### config.mk
export PLATFORM = sky130hd
export DESIGN_NAME = quoted_escape_tokenizer
export DESIGN_NICKNAME = d
export VERILOG_FILES = /design/src/design/qet_pkg.sv /design/src/design/qet_front.sv /design/src/design/qet_fifo.sv /design/src/design/qet_back.sv /design/src/design/quoted_escape_tokenizer.sv
export SDC_FILE = /design/constraint.sdc
export NUM_CORES = 1
export LEC_CHECK = 0
export BUFFER_PORTS_ARGS = -buffer_cell sky130_fd_sc_hd__buf_2
export CORE_ASPECT_RATIO = 0.9
export CORE_MARGIN = 8
export CORE_UTILIZATION = 45
export CTS_CLUSTER_SIZE = 16
export DETAILED_ROUTE_END_ITERATION = 8
export GPL_ROUTABILITY_DRIVEN = 0
export GPL_TIMING_DRIVEN = 1
export PLACE_DENSITY = 0.72
export SLEW_MARGIN = 30
export SYNTH_ARGS = -nofsm -noshare
export SYNTH_HDL_FRONTEND = slang
export SYNTH_HIERARCHICAL = 1
export SYNTH_SLANG_ARGS = --single-unit
### constraint.sdc
create_clock -name clk -period 14.5 [get_ports clk]
set_clock_uncertainty 0.05 [all_clocks]
set_input_delay 2.9 -clock clk [delete_from_list [all_inputs] [get_ports clk]]
set_output_delay 2.9 -clock clk [all_outputs]
set_load 0.05 [all_outputs]
### src/design/qet_pkg.sv
// ----------------------------------------------------------------------------
// qet_pkg: shared types and constants for the quoted escape tokenizer
// Input and result item structs, parse modes, result kinds, char codes.
// ----------------------------------------------------------------------------
`default_nettype none

package qet_pkg;

  localparam int QUEUE_DEPTH = 4;   // bundles between front and back
  localparam int MAX_RES     = 4;   // results one item can cause

  typedef struct packed {
    logic [7:0] char_byte;
    logic       is_end;
  } in_t;

  typedef struct packed {
    logic [1:0] kind;
    logic [7:0] data_byte;
    logic       last;
  } out_t;

  typedef enum logic [2:0] {
    MODE_OUT    = 3'd0,
    MODE_QUOTED = 3'd1,
    MODE_ESC    = 3'd2,
    MODE_OCT    = 3'd3,
    MODE_HEX    = 3'd4,
    MODE_UNI    = 3'd5
  } mode_t;

  localparam logic [1:0] KIND_BYTE = 2'd0;
  localparam logic [1:0] KIND_END  = 2'd1;
  localparam logic [1:0] KIND_DROP = 2'd2;

  // all results of one item, in order
  typedef struct packed {
    logic [2:0]                cnt;
    logic [MAX_RES-1:0][1:0]   kind;
    logic [MAX_RES-1:0][7:0]   data;
  } bundle_t;

  localparam logic [7:0] CH_QUOTE  = 8'h22;
  localparam logic [7:0] CH_APOS   = 8'h27;
  localparam logic [7:0] CH_QMARK  = 8'h3F;
  localparam logic [7:0] CH_BSLASH = 8'h5C;
  localparam logic [7:0] CH_SPACE  = 8'h20;
  localparam logic [7:0] CH_ZERO   = 8'h30;
  localparam logic [7:0] CH_SEVEN  = 8'h37;
  localparam logic [7:0] CH_NINE   = 8'h39;
  localparam logic [7:0] CH_UA     = 8'h41;
  localparam logic [7:0] CH_UF     = 8'h46;
  localparam logic [7:0] CH_LA     = 8'h61;
  localparam logic [7:0] CH_LB     = 8'h62;
  localparam logic [7:0] CH_LF     = 8'h66;
  localparam logic [7:0] CH_LN     = 8'h6E;
  localparam logic [7:0] CH_LR     = 8'h72;
  localparam logic [7:0] CH_LT     = 8'h74;
  localparam logic [7:0] CH_LU     = 8'h75;
  localparam logic [7:0] CH_LV     = 8'h76;
  localparam logic [7:0] CH_LX     = 8'h78;
  localparam logic [7:0] CH_TAB    = 8'h09;
  localparam logic [7:0] CH_CR     = 8'h0D;

  function automatic logic is_hex(input logic [7:0] c);
    return (c >= CH_ZERO && c <= CH_NINE) || (c >= CH_LA && c <= CH_LF) ||
           (c >= CH_UA && c <= CH_UF);
  endfunction

  function automatic logic [3:0] hex_val(input logic [7:0] c);
    logic [7:0] t;
    t = 8'd0;
    if (c >= CH_ZERO && c <= CH_NINE) t = c - CH_ZERO;
    else if (c >= CH_LA && c <= CH_LF) t = c - CH_LA + 8'd10;
    else if (c >= CH_UA && c <= CH_UF) t = c - CH_UA + 8'd10;
    return t[3:0];
  endfunction

endpackage

`default_nettype wire

### src/design/qet_front.sv
// ----------------------------------------------------------------------------
// qet_front: parser front end
// Holds the parse state, takes one item a cycle unless q_full and builds its result bundle.
// ----------------------------------------------------------------------------
`default_nettype none

module qet_front import qet_pkg::*; (
  input  wire logic    clk,
  input  wire logic    rst_n,
  input  wire logic    in_valid,
  output logic         in_ready,
  input  wire in_t     in_data,
  input  wire logic    q_full,
  output logic         q_push,
  output bundle_t      q_bundle
);

  mode_t       mode_r, mode_nxt;
  logic [15:0] ev_r, ev_nxt;
  logic [2:0]  dc_r, dc_nxt;
  logic        ne_r, ne_nxt;

  logic [7:0]  b;
  logic        fire;
  logic        consumed;
  logic        digit;
  logic [15:0] v;
  logic [15:0] ev_w;
  logic [2:0]  dc_w;
  logic [2:0]  lim;
  logic [2:0]  n;
  bundle_t     res;

  assign in_ready = !q_full;
  assign fire     = in_valid && in_ready;
  assign b        = in_data.char_byte;
  assign q_push   = fire && (res.cnt != 3'd0);
  assign q_bundle = res;

  always_comb begin
    mode_nxt = mode_r;
    ev_nxt   = ev_r;
    dc_nxt   = dc_r;
    ne_nxt   = ne_r;
    res      = '0;
    n        = 3'd0;
    consumed = 1'b0;
    digit    = 1'b0;
    v        = 16'd0;
    ev_w     = ev_r;
    dc_w     = dc_r;
    lim      = 3'd4;

    if (in_data.is_end) begin
      if (mode_r >= MODE_QUOTED && mode_r <= MODE_UNI) begin
        res.kind[n[1:0]] = KIND_DROP;
        n = n + 3'd1;
      end else if (ne_r) begin
        res.kind[n[1:0]] = KIND_END;
        n = n + 3'd1;
      end
      mode_nxt = MODE_OUT;
      ev_nxt   = 16'd0;
      dc_nxt   = 3'd0;
      ne_nxt   = 1'b0;
    end else begin
      unique case (mode_r)
        MODE_OCT, MODE_HEX, MODE_UNI: begin
          if (mode_r == MODE_OCT) begin
            digit = (b >= CH_ZERO) && (b <= CH_SEVEN);
            v     = {ev_r[12:0], 3'b000} + {13'd0, b[2:0]};
            lim   = 3'd3;
          end else begin
            digit = is_hex(b);
            v     = {ev_r[11:0], 4'b0000} + {12'd0, hex_val(b)};
            lim   = (mode_r == MODE_HEX) ? 3'd2 : 3'd4;
          end
          if (digit) begin
            ev_w = v;
            dc_w = dc_r + 3'd1;
          end
          if (digit && dc_w < lim) begin
            consumed = 1'b1;
            ev_nxt   = ev_w;
            dc_nxt   = dc_w;
          end else begin
            if (mode_r == MODE_OCT || (mode_r == MODE_HEX && dc_w != 3'd0)) begin
              res.data[n[1:0]] = ev_w[7:0];
              n = n + 3'd1;
            end else if (mode_r == MODE_UNI) begin
              if (ev_w <= 16'h007F) begin
                res.data[n[1:0]] = ev_w[7:0];
                n = n + 3'd1;
              end else if (ev_w <= 16'h07FF) begin
                res.data[n[1:0]] = 8'hC0 | {3'b000, ev_w[10:6]};
                n = n + 3'd1;
                res.data[n[1:0]] = 8'h80 | {2'b00, ev_w[5:0]};
                n = n + 3'd1;
              end else begin
                res.data[n[1:0]] = 8'hE0 | {4'b0000, ev_w[15:12]};
                n = n + 3'd1;
                res.data[n[1:0]] = 8'h80 | {2'b00, ev_w[11:6]};
                n = n + 3'd1;
                res.data[n[1:0]] = 8'h80 | {2'b00, ev_w[5:0]};
                n = n + 3'd1;
              end
            end
            if (n != 3'd0) ne_nxt = 1'b1;
            mode_nxt = MODE_QUOTED;
            ev_nxt   = 16'd0;
            dc_nxt   = 3'd0;
            consumed = digit;
          end
        end
        MODE_ESC: begin
          consumed = 1'b1;
          mode_nxt = MODE_QUOTED;
          ev_nxt   = 16'd0;
          dc_nxt   = 3'd0;
          unique case (b)
            CH_LA: begin res.data[0] = 8'd7;  n = 3'd1; end
            CH_LB: begin res.data[0] = 8'd8;  n = 3'd1; end
            CH_LF: begin res.data[0] = 8'd12; n = 3'd1; end
            CH_LN: begin res.data[0] = 8'd10; n = 3'd1; end
            CH_LR: begin res.data[0] = 8'd13; n = 3'd1; end
            CH_LT: begin res.data[0] = 8'd9;  n = 3'd1; end
            CH_LV: begin res.data[0] = 8'd11; n = 3'd1; end
            CH_BSLASH, CH_APOS, CH_QUOTE, CH_QMARK: begin
              res.data[0] = b;
              n = 3'd1;
            end
            CH_LX: mode_nxt = MODE_HEX;
            CH_LU: mode_nxt = MODE_UNI;
            default: begin
              if (b >= CH_ZERO && b <= CH_SEVEN) begin
                mode_nxt = MODE_OCT;
                ev_nxt   = {13'd0, b[2:0]};
                dc_nxt   = 3'd1;
              end
            end
          endcase
          if (n != 3'd0) ne_nxt = 1'b1;
        end
        default: ;
      endcase

      if (!consumed) begin
        if (mode_nxt == MODE_QUOTED) begin
          if (b == CH_QUOTE) begin
            res.kind[n[1:0]] = KIND_END;
            n = n + 3'd1;
            ne_nxt   = 1'b0;
            mode_nxt = MODE_OUT;
          end else if (b == CH_BSLASH) begin
            mode_nxt = MODE_ESC;
          end else begin
            res.data[n[1:0]] = b;
            n = n + 3'd1;
            ne_nxt = 1'b1;
          end
        end else begin
          // outside quotes (also the unused mode codes)
          if (b == CH_QUOTE) begin
            mode_nxt = MODE_QUOTED;
          end else if (b == CH_SPACE || (b >= CH_TAB && b <= CH_CR)) begin
            if (ne_nxt) begin
              res.kind[n[1:0]] = KIND_END;
              n = n + 3'd1;
              ne_nxt = 1'b0;
            end
          end else begin
            res.data[n[1:0]] = b;
            n = n + 3'd1;
            ne_nxt = 1'b1;
          end
        end
      end
    end
    res.cnt = n;
  end

  always_ff @(posedge clk) begin
    if (!rst_n) begin
      mode_r <= MODE_OUT;
      ev_r   <= 16'd0;
      dc_r   <= 3'd0;
      ne_r   <= 1'b0;
    end else if (fire) begin
      mode_r <= mode_nxt;
      ev_r   <= ev_nxt;
      dc_r   <= dc_nxt;
      ne_r   <= ne_nxt;
    end
  end

endmodule

`default_nettype wire

### src/design/qet_fifo.sv
// ----------------------------------------------------------------------------
// qet_fifo: bundle queue
// Short queue of result bundles between the parser and the output stage.
// ----------------------------------------------------------------------------
`default_nettype none

module qet_fifo import qet_pkg::*; #(
  parameter int DEPTH = QUEUE_DEPTH
) (
  input  wire logic    clk,
  input  wire logic    rst_n,
  input  wire logic    push,
  input  wire bundle_t wr_data,
  output logic         full,
  input  wire logic    pop,
  output logic         rd_valid,
  output bundle_t      rd_data
);

  localparam int PTR_W = $clog2(DEPTH);
  localparam int CNT_W = $clog2(DEPTH + 1);

  bundle_t            mem_r [DEPTH];
  logic [PTR_W-1:0]   wr_ptr_r, wr_ptr_nxt;
  logic [PTR_W-1:0]   rd_ptr_r, rd_ptr_nxt;
  logic [CNT_W-1:0]   cnt_r, cnt_nxt;
  logic               do_push, do_pop;

  assign full     = (cnt_r == CNT_W'(DEPTH));
  assign rd_valid = (cnt_r != '0);
  assign rd_data  = mem_r[rd_ptr_r];
  assign do_push  = push && !full;
  assign do_pop   = pop && rd_valid;

  always_comb begin
    wr_ptr_nxt = wr_ptr_r;
    rd_ptr_nxt = rd_ptr_r;
    cnt_nxt    = cnt_r;
    if (do_push)
      wr_ptr_nxt = (wr_ptr_r == PTR_W'(DEPTH - 1)) ? '0 : wr_ptr_r + 1'b1;
    if (do_pop)
      rd_ptr_nxt = (rd_ptr_r == PTR_W'(DEPTH - 1)) ? '0 : rd_ptr_r + 1'b1;
    if (do_push && !do_pop) cnt_nxt = cnt_r + 1'b1;
    else if (do_pop && !do_push) cnt_nxt = cnt_r - 1'b1;
  end

  always_ff @(posedge clk) begin
    if (!rst_n) begin
      wr_ptr_r <= '0;
      rd_ptr_r <= '0;
      cnt_r    <= '0;
    end else begin
      wr_ptr_r <= wr_ptr_nxt;
      rd_ptr_r <= rd_ptr_nxt;
      cnt_r    <= cnt_nxt;
    end
  end

  always_ff @(posedge clk) begin
    if (do_push) mem_r[wr_ptr_r] <= wr_data;
  end

endmodule

`default_nettype wire

### src/design/qet_back.sv
// ----------------------------------------------------------------------------
// qet_back: output stage
// Walks the head bundle one result a cycle, as out_ready allows, into the output register.
// ----------------------------------------------------------------------------
`default_nettype none

module qet_back import qet_pkg::*; (
  input  wire logic    clk,
  input  wire logic    rst_n,
  input  wire logic    q_valid,
  input  wire bundle_t q_bundle,
  output logic         q_pop,
  output logic         out_valid,
  input  wire logic    out_ready,
  output out_t         out_data
);

  logic [1:0] idx_r, idx_nxt;
  logic       valid_r, valid_nxt;
  out_t       data_r, data_nxt;
  logic       load;
  logic       is_last;

  assign load      = q_valid && (!valid_r || out_ready);
  assign is_last   = ({1'b0, idx_r} == (q_bundle.cnt - 3'd1));
  assign q_pop     = load && is_last;
  assign out_valid = valid_r;
  assign out_data  = data_r;

  always_comb begin
    idx_nxt   = idx_r;
    valid_nxt = valid_r;
    data_nxt  = data_r;
    if (load) begin
      valid_nxt          = 1'b1;
      data_nxt.kind      = q_bundle.kind[idx_r];
      data_nxt.data_byte = q_bundle.data[idx_r];
      data_nxt.last      = is_last;
      idx_nxt            = is_last ? 2'd0 : idx_r + 2'd1;
    end else if (out_ready) begin
      valid_nxt = 1'b0;
    end
  end

  always_ff @(posedge clk) begin
    if (!rst_n) begin
      idx_r   <= 2'd0;
      valid_r <= 1'b0;
    end else begin
      idx_r   <= idx_nxt;
      valid_r <= valid_nxt;
    end
  end

  always_ff @(posedge clk) begin
    data_r <= data_nxt;
  end

endmodule

`default_nettype wire

### src/design/quoted_escape_tokenizer.sv
// The first result of an item passes through the bundle queue and then the output register.
// Throughput: one input item per cycle while the queue is not full; results leave one
// per cycle while out_ready is high, and the bundle queue absorbs bursts.
// in_ready drops only when the bundle queue (QDEPTH bundles) is full.
// Reset: synchronous active-low rst_n; parser returns to outside quotes, queue
// and output register empty.
// ----------------------------------------------------------------------------
// quoted_escape_tokenizer: quoted argument tokenizer with C escapes
// Parser front end, bundle queue and output stage.
// ----------------------------------------------------------------------------
`default_nettype none

module quoted_escape_tokenizer import qet_pkg::*; #(
  parameter int QDEPTH = QUEUE_DEPTH
) (
  input  wire logic clk,
  input  wire logic rst_n,
  input  wire logic in_valid,
  output logic      in_ready,
  input  wire in_t  in_data,
  output logic      out_valid,
  input  wire logic out_ready,
  output out_t      out_data
);

  logic    q_full, q_push, q_pop, q_valid;
  bundle_t wr_bundle, rd_bundle;

  qet_front u_front (
    .clk      (clk),
    .rst_n    (rst_n),
    .in_valid (in_valid),
    .in_ready (in_ready),
    .in_data  (in_data),
    .q_full   (q_full),
    .q_push   (q_push),
    .q_bundle (wr_bundle)
  );

  qet_fifo #(.DEPTH(QDEPTH)) u_fifo (
    .clk      (clk),
    .rst_n    (rst_n),
    .push     (q_push),
    .wr_data  (wr_bundle),
    .full     (q_full),
    .pop      (q_pop),
    .rd_valid (q_valid),
    .rd_data  (rd_bundle)
  );

  qet_back u_back (
    .clk       (clk),
    .rst_n     (rst_n),
    .q_valid   (q_valid),
    .q_bundle  (rd_bundle),
    .q_pop     (q_pop),
    .out_valid (out_valid),
    .out_ready (out_ready),
    .out_data  (out_data)
  );

endmodule

`default_nettype wire
Word level (Yosys, flattened, before mapping) --
Memories as Yosys holds them, arrays and structs flattened. A register that Yosys moved wholly into a read port is not among the register bits. Index checks and enable logic that the tools add are counted.
Storage, ports and cells: memories 1, output and inout port bits 13, flip-flop bits (word level) 44, RAM bits 172, input bits 13, logic and storage cells 233
Memories:
- u_fifo.mem_r | words 4, bits a word 43, rd ports 1, clocked after Yosys merged registers in 1, write ports 1, RTL line qet_fifo.sv:23 | bundle_t mem_r [DEPTH];
Cells by class: reductions and logical operators 39, equality and inequality tests 23, order comparisons 17, add/subtract/negate cells 15, multiplexer cells 126
Operators with widths (number):
- $mux W16 | 11
- $mux W32 | 4
- $mux W3 | 40
- $mux W40 | 3
- $eq A8 B7 Y1 const B | 10
- $pmux W8 S8 | 1
- $mux W8 | 7
- $mux W24 | 2
- $bwmux W32 | 1
- $eq A8 B6 Y1 const B | 4
- $pmux W16 S2 | 1
- $mux W1 | 25
- $mux W4 | 6
- $mux W2 | 10
- $pmux W3 S2 | 3
- $reduce_bool A3 Y1 | 6
- $logic_and A1 B1 Y1 | 17
- $add A16 B3 Y16 | 1
- $add A16 B4 Y16 | 1
- $bmux W8 S2 | 1
- $demux W8 S2 | 1
- $ge A8 B7 Y1 const B | 2
- $le A16 B11 Y1 const B | 1
- $le A16 B7 Y1 const B | 1
- other kinds (36) | 61

Logic depth before layout (Yosys ltp) --
depth in word-level cells 39, gate-level depth with buffers 31, mapped depth without buffers 28

Hierarchy --
The synthesis kept the hierarchy.
Modules (own cells, without submodules):
- qet_fifo | sequential area each 5345.1 µm², area an instance 6741.5 µm², times used 1, cells each 276
- qet_front | sequential area each 460.4 µm², area an instance 3495.9 µm², times used 1, cells each 511
- qet_back | sequential area each 390.4 µm², area an instance 797.0 µm², times used 1, cells each 45

Least setup slack after synthesis --
OpenSTA, ideal clock, no wires.
kind input to register, start point input port in_data[1] in the netlist's numbering, end point memory u_fifo/mem_r[0][0] in the netlist's numbering, enable pin, buffers on the path 3, path slack 5344 ps, stages 25, library setup time 405 ps, data required time 14045 ps, arrival 8701 ps, cells stage by stage clkbuf_1 > inv_1 > ha_1 > or3b_1 > o21a_2 > a2111oi_4 > buf_2 > nor2_1 > nand2_1 > xnor2_1 > ha_1 > o21ai_0 > a21oi_1 > nor4_1 > nor2_1 > nand2_1 > a21oi_2 > ha_1 > nand3_1 > a2111oi_0 > nor2_1 > a31oi_1 > nor2b_1 > buf_2 > and2_1
RTL lines:
- from (decl) | RTL line quoted_escape_tokenizer.sv:20 | input wire in_t in_data,
- to (decl) | RTL line qet_fifo.sv:23

==> flow_summary_export.csv <==
group,metric,value,unit
status,status,"finished, final reports clean",
place,dpl_cell_area,11290,sq um
power,power.density,134.8,nW/um^2
timing,post-route-period-util,68.13,%
timing,rsz0062_at_grt,"false",
finish,fin_cells,1163,
clocking,root_buffer,"clkbuf_16",
clocking,clock_sinks,218,
critical_path,r2r_slack,6.89,ns
synth,synth-edff-count,183,
synth,ys_warn_count,6,
finish,fillers,2026,
die,core_area,24190,sq um
synth,synth_xor_area_share,0.6237,%
critical_path,crit_type,"in2reg",
finish,final_cell_mix,"edfxtp_1 (183), nand2_1 (76), mux4_2 (48), a21oi_1 (48), o21ai_0 (37)",
synth,synth_mux_area_share,12.28,%
timing,relSlewSlack,38.98,%
critical_path,arrival,10.27,ns
route,dr.pass1.iters,7,
route,ant_nets,0,
route,routedWlPerCell,21.46,microns
synth,synth_top_area_share,49.80,%
critical_path,cpMostUsedCell,"ha_1",
critical_path,crit_slowest_cell,"a2111oi_1",
route,first_iter_violations,829,
synth,synth_top_area_cell,"edfxtp_1",
global_routing,grt_usage,16.54,%
synth,synth_seq_cells,218,
power,leakagePower,4.040,nW
critical_path,r2r_start,"u_front/mode_r[0]",
critical_path,endpoint_kind,"register",
die,die_w,181.1,microns
clocking,post-cts-setup-buffer-count,0,
clocking,h-tree-depth,1,
clocking,clockBufferDepth,3,
critical_path,r2r_cells,25,
timing,slew_viol_final,0,
clocking,postCtsResizedCells,0,
timing,worstMarginPinSlew,0.9112,ns
die,die_area,29790,sq um
timing,finalHoldViolCount,0,
global_routing,grt_max_degree,44,
route,drt-total-wl,24.96,mm
finish,drive_gt1_share,17.66,%
power,peakVddDrop,74.99,uV
synth,synth_top_family_by_area,"compound AO/OA/AOI/OAI gates",
clocking,cts_hold_buf,0,
critical_path,startpoint_type,"input pin",
global_routing,grt_pass1_wl,39.52,mm
place,pre_cts_ws,4.269,ns
synth,synth-adder-area-share,2.336,%
die,die_h,164.6,microns
synth,synthSimpleGateAreaFrac,12.13,%
synth,syn_area,11030,sq um
timing,timing.fmax,0.1012,GHz
route,drc,0,
critical_path,max_stage_delay,0.80,ns
synth,async_flop_share,0,%
synth,ys_types,98,
clocking,path_clk_slew,0.06,ns
worst_hold_path,holdCritPathClass,"reg2reg",
place,hpwl,16.31,mm
critical_path,cp_max_fo,13,
place,port_buffers,25,
synth,yosysSeqAreaShare,56.15,%
timing,setup_tns,0,ns
timing,setup_violations,0,
critical_path,reg2reg_to,"u_fifo/cnt_r[2]",
route,viasPerCell,6.244,
critical_path,critPathLaunch,"in_data[2]",
synth,syn_inst,832,
global_routing,grt_pass1_vias,7072,
timing,setup_ws,4.621,ns
timing,fin_crit,9.879,ns
finish,syn_to_final_growth,9.457,%
finish,postLayoutCellArea,12080,sq um
synth,avgSynthCellArea,13.26,sq um
finish,antenna_cells,0,
global_routing,antenna_found_initial,1,
die,start_util,45.62,%
finish,final_common_cell,"edfxtp_1",
route,num_vias,7262,
critical_path,setup.worst_path.end,"u_fifo/cnt_r[2]",
die,std_cell_rows,54,
global_routing,gr-total-overflow,0,
synth,synth-compound-area-share,12.60,%
finish,nets,871,
critical_path,cp_data_required_time,14.89,ns
synth,synthTopCellsByArea,"edfxtp_1 (50%), mux4_2 (9.8%), dfxtp_1 (6.3%), nand2_1 (2.6%), a21oi_1 (2.2%)",
place,dp.cells,1121,
synth,synth_ff_type,"edfxtp_1",
clocking,cts-buffers-inserted,23,
flow_run,drv_cap,0,
clocking,tritoncts,"built",
die,ios,26,
clocking,clkLatencyLatePin,0.52,ns
-- layout make-up --
| type | instances | area (sq um) | area share [%] |
|---|---|---|---|
| Tap cell | 308 | 385.4 | 3.191 |
| Clock buffer | 29 | 598.1 | 4.952 |
| Timing Repair Buffer | 33 | 185.2 | 1.533 |
| Clock inverter | 13 | 192.7 | 1.595 |
| Sequential cell | 218 | 6200 | 51.33 |
| Inverter | 21 | 78.83 | 0.6526 |
| Multi-Input combinational cell | 541 | 4438 | 36.75 |
-- critical path: cells and delay by family --
kind,cells,cell delay [ns]
AO/OA/AOI/OAI,8,2.83
buffers and inverters,4,0.59
adder cells (fa/ha/maj),5,1.39
XOR/XNOR,2,0.26
AND/OR/NAND/NOR,10,2.28
-- layer usage --
metal / vias to the layer above / GRT usage (%) / wire length [microns]
met1: 3602 / 22.51 / 10730
met5: - / 0 / 10
met4: 2 / 5.212 / 809
met2: 321 / 27.18 / 11640
li1: 3261 / - / -
met3: 76 / 2.485 / 1770
-- logic make-up (layout without fill, tap and decap cells) --
family                     after synthesis  count (layout)
AOI/OAI and AO/OA                      197             197
xor gates and xnor gates                 7               7
adders and majority gates               20              20
buffers and inverters                   75              96
DFF                                    218             218
muxes                                   67              67
other                                    1               3
and+or+nand+nor                        247             247
-- flip-flops by register name, summed over array words and instances (netlist names), named ones only --
| register | count |
|---|---|
| u_back/idx_r | 2 |
| u_back/out_data | 11 |
| u_back/out_valid | 1 |
| u_fifo/cnt_r | 3 |
| u_fifo/mem_r | 172 |
| u_fifo/rd_ptr_r | 2 |
| u_fifo/wr_ptr_r | 2 |
| u_front/dc_r | 3 |
| u_front/ev_r | 16 |
| u_front/mode_r | 3 |
| u_front/ne_r | 1 |
-- where the power goes --
part           switching (W)  internal (W)
Clock               0.000244      0.000369
Sequential         0.0000241      0.000734
Combinational       0.000167     0.0000898
Total               0.000435       0.00119
-- worst min path at each step --
stage | to | slack, ns | startpoint | cells after the start
after floorplan | u_fifo/wr_ptr_r[1] | 0.42 | u_fifo/wr_ptr_r[1] | 2
after global placement | u_fifo/wr_ptr_r[1] | 0.45 | u_fifo/wr_ptr_r[1] | 2
after detailed placement | u_fifo/wr_ptr_r[1] | 0.46 | u_fifo/wr_ptr_r[1] | 2
after CTS | u_fifo/wr_ptr_r[0] | 0.47 | u_fifo/wr_ptr_r[0] | 2
after global routing | u_fifo/wr_ptr_r[0] | 0.49 | u_fifo/wr_ptr_r[0] | 2
final | u_fifo/wr_ptr_r[1] | 0.46 | u_fifo/wr_ptr_r[1] | 2
-- metrics by stage --
| stage | hold WS (ns) | total power [W] | util (%) |
|---|---|---|---|
| global route | 0.4943 | 0.001688 | 49.93 |
| CTS | 0.4672 | 0.001646 | 49.93 |
| finish | 0.4630 | 0.001628 | 49.93 |
| global placement | 0.4471 | 0.001028 | 46.62 |
| detailed placement | 0.4588 | 0.001033 | 46.66 |
| floorplan | 0.4177 | 0.0009746 | - |
-- synth_stat cells, drive strengths merged, types with 7 or more instances --
| master | count |
|---|---|
| a211oi | 8 |
| a21boi | 8 |
| a21oi | 51 |
| a22oi | 16 |
| a31oi | 9 |
| and2 | 27 |
| buf | 31 |
| clkbuf | 23 |
| dfxtp | 35 |
| edfxtp | 183 |
| ha | 19 |
| inv | 21 |
| mux2i | 12 |
| mux4 | 53 |
| nand2 | 76 |
| nand3 | 20 |
| nor2 | 33 |
| nor2b | 23 |
| nor3 | 9 |
| o21ai | 41 |
| o22ai | 7 |
| or3 | 10 |
Power figures use the tool's default switching activity.
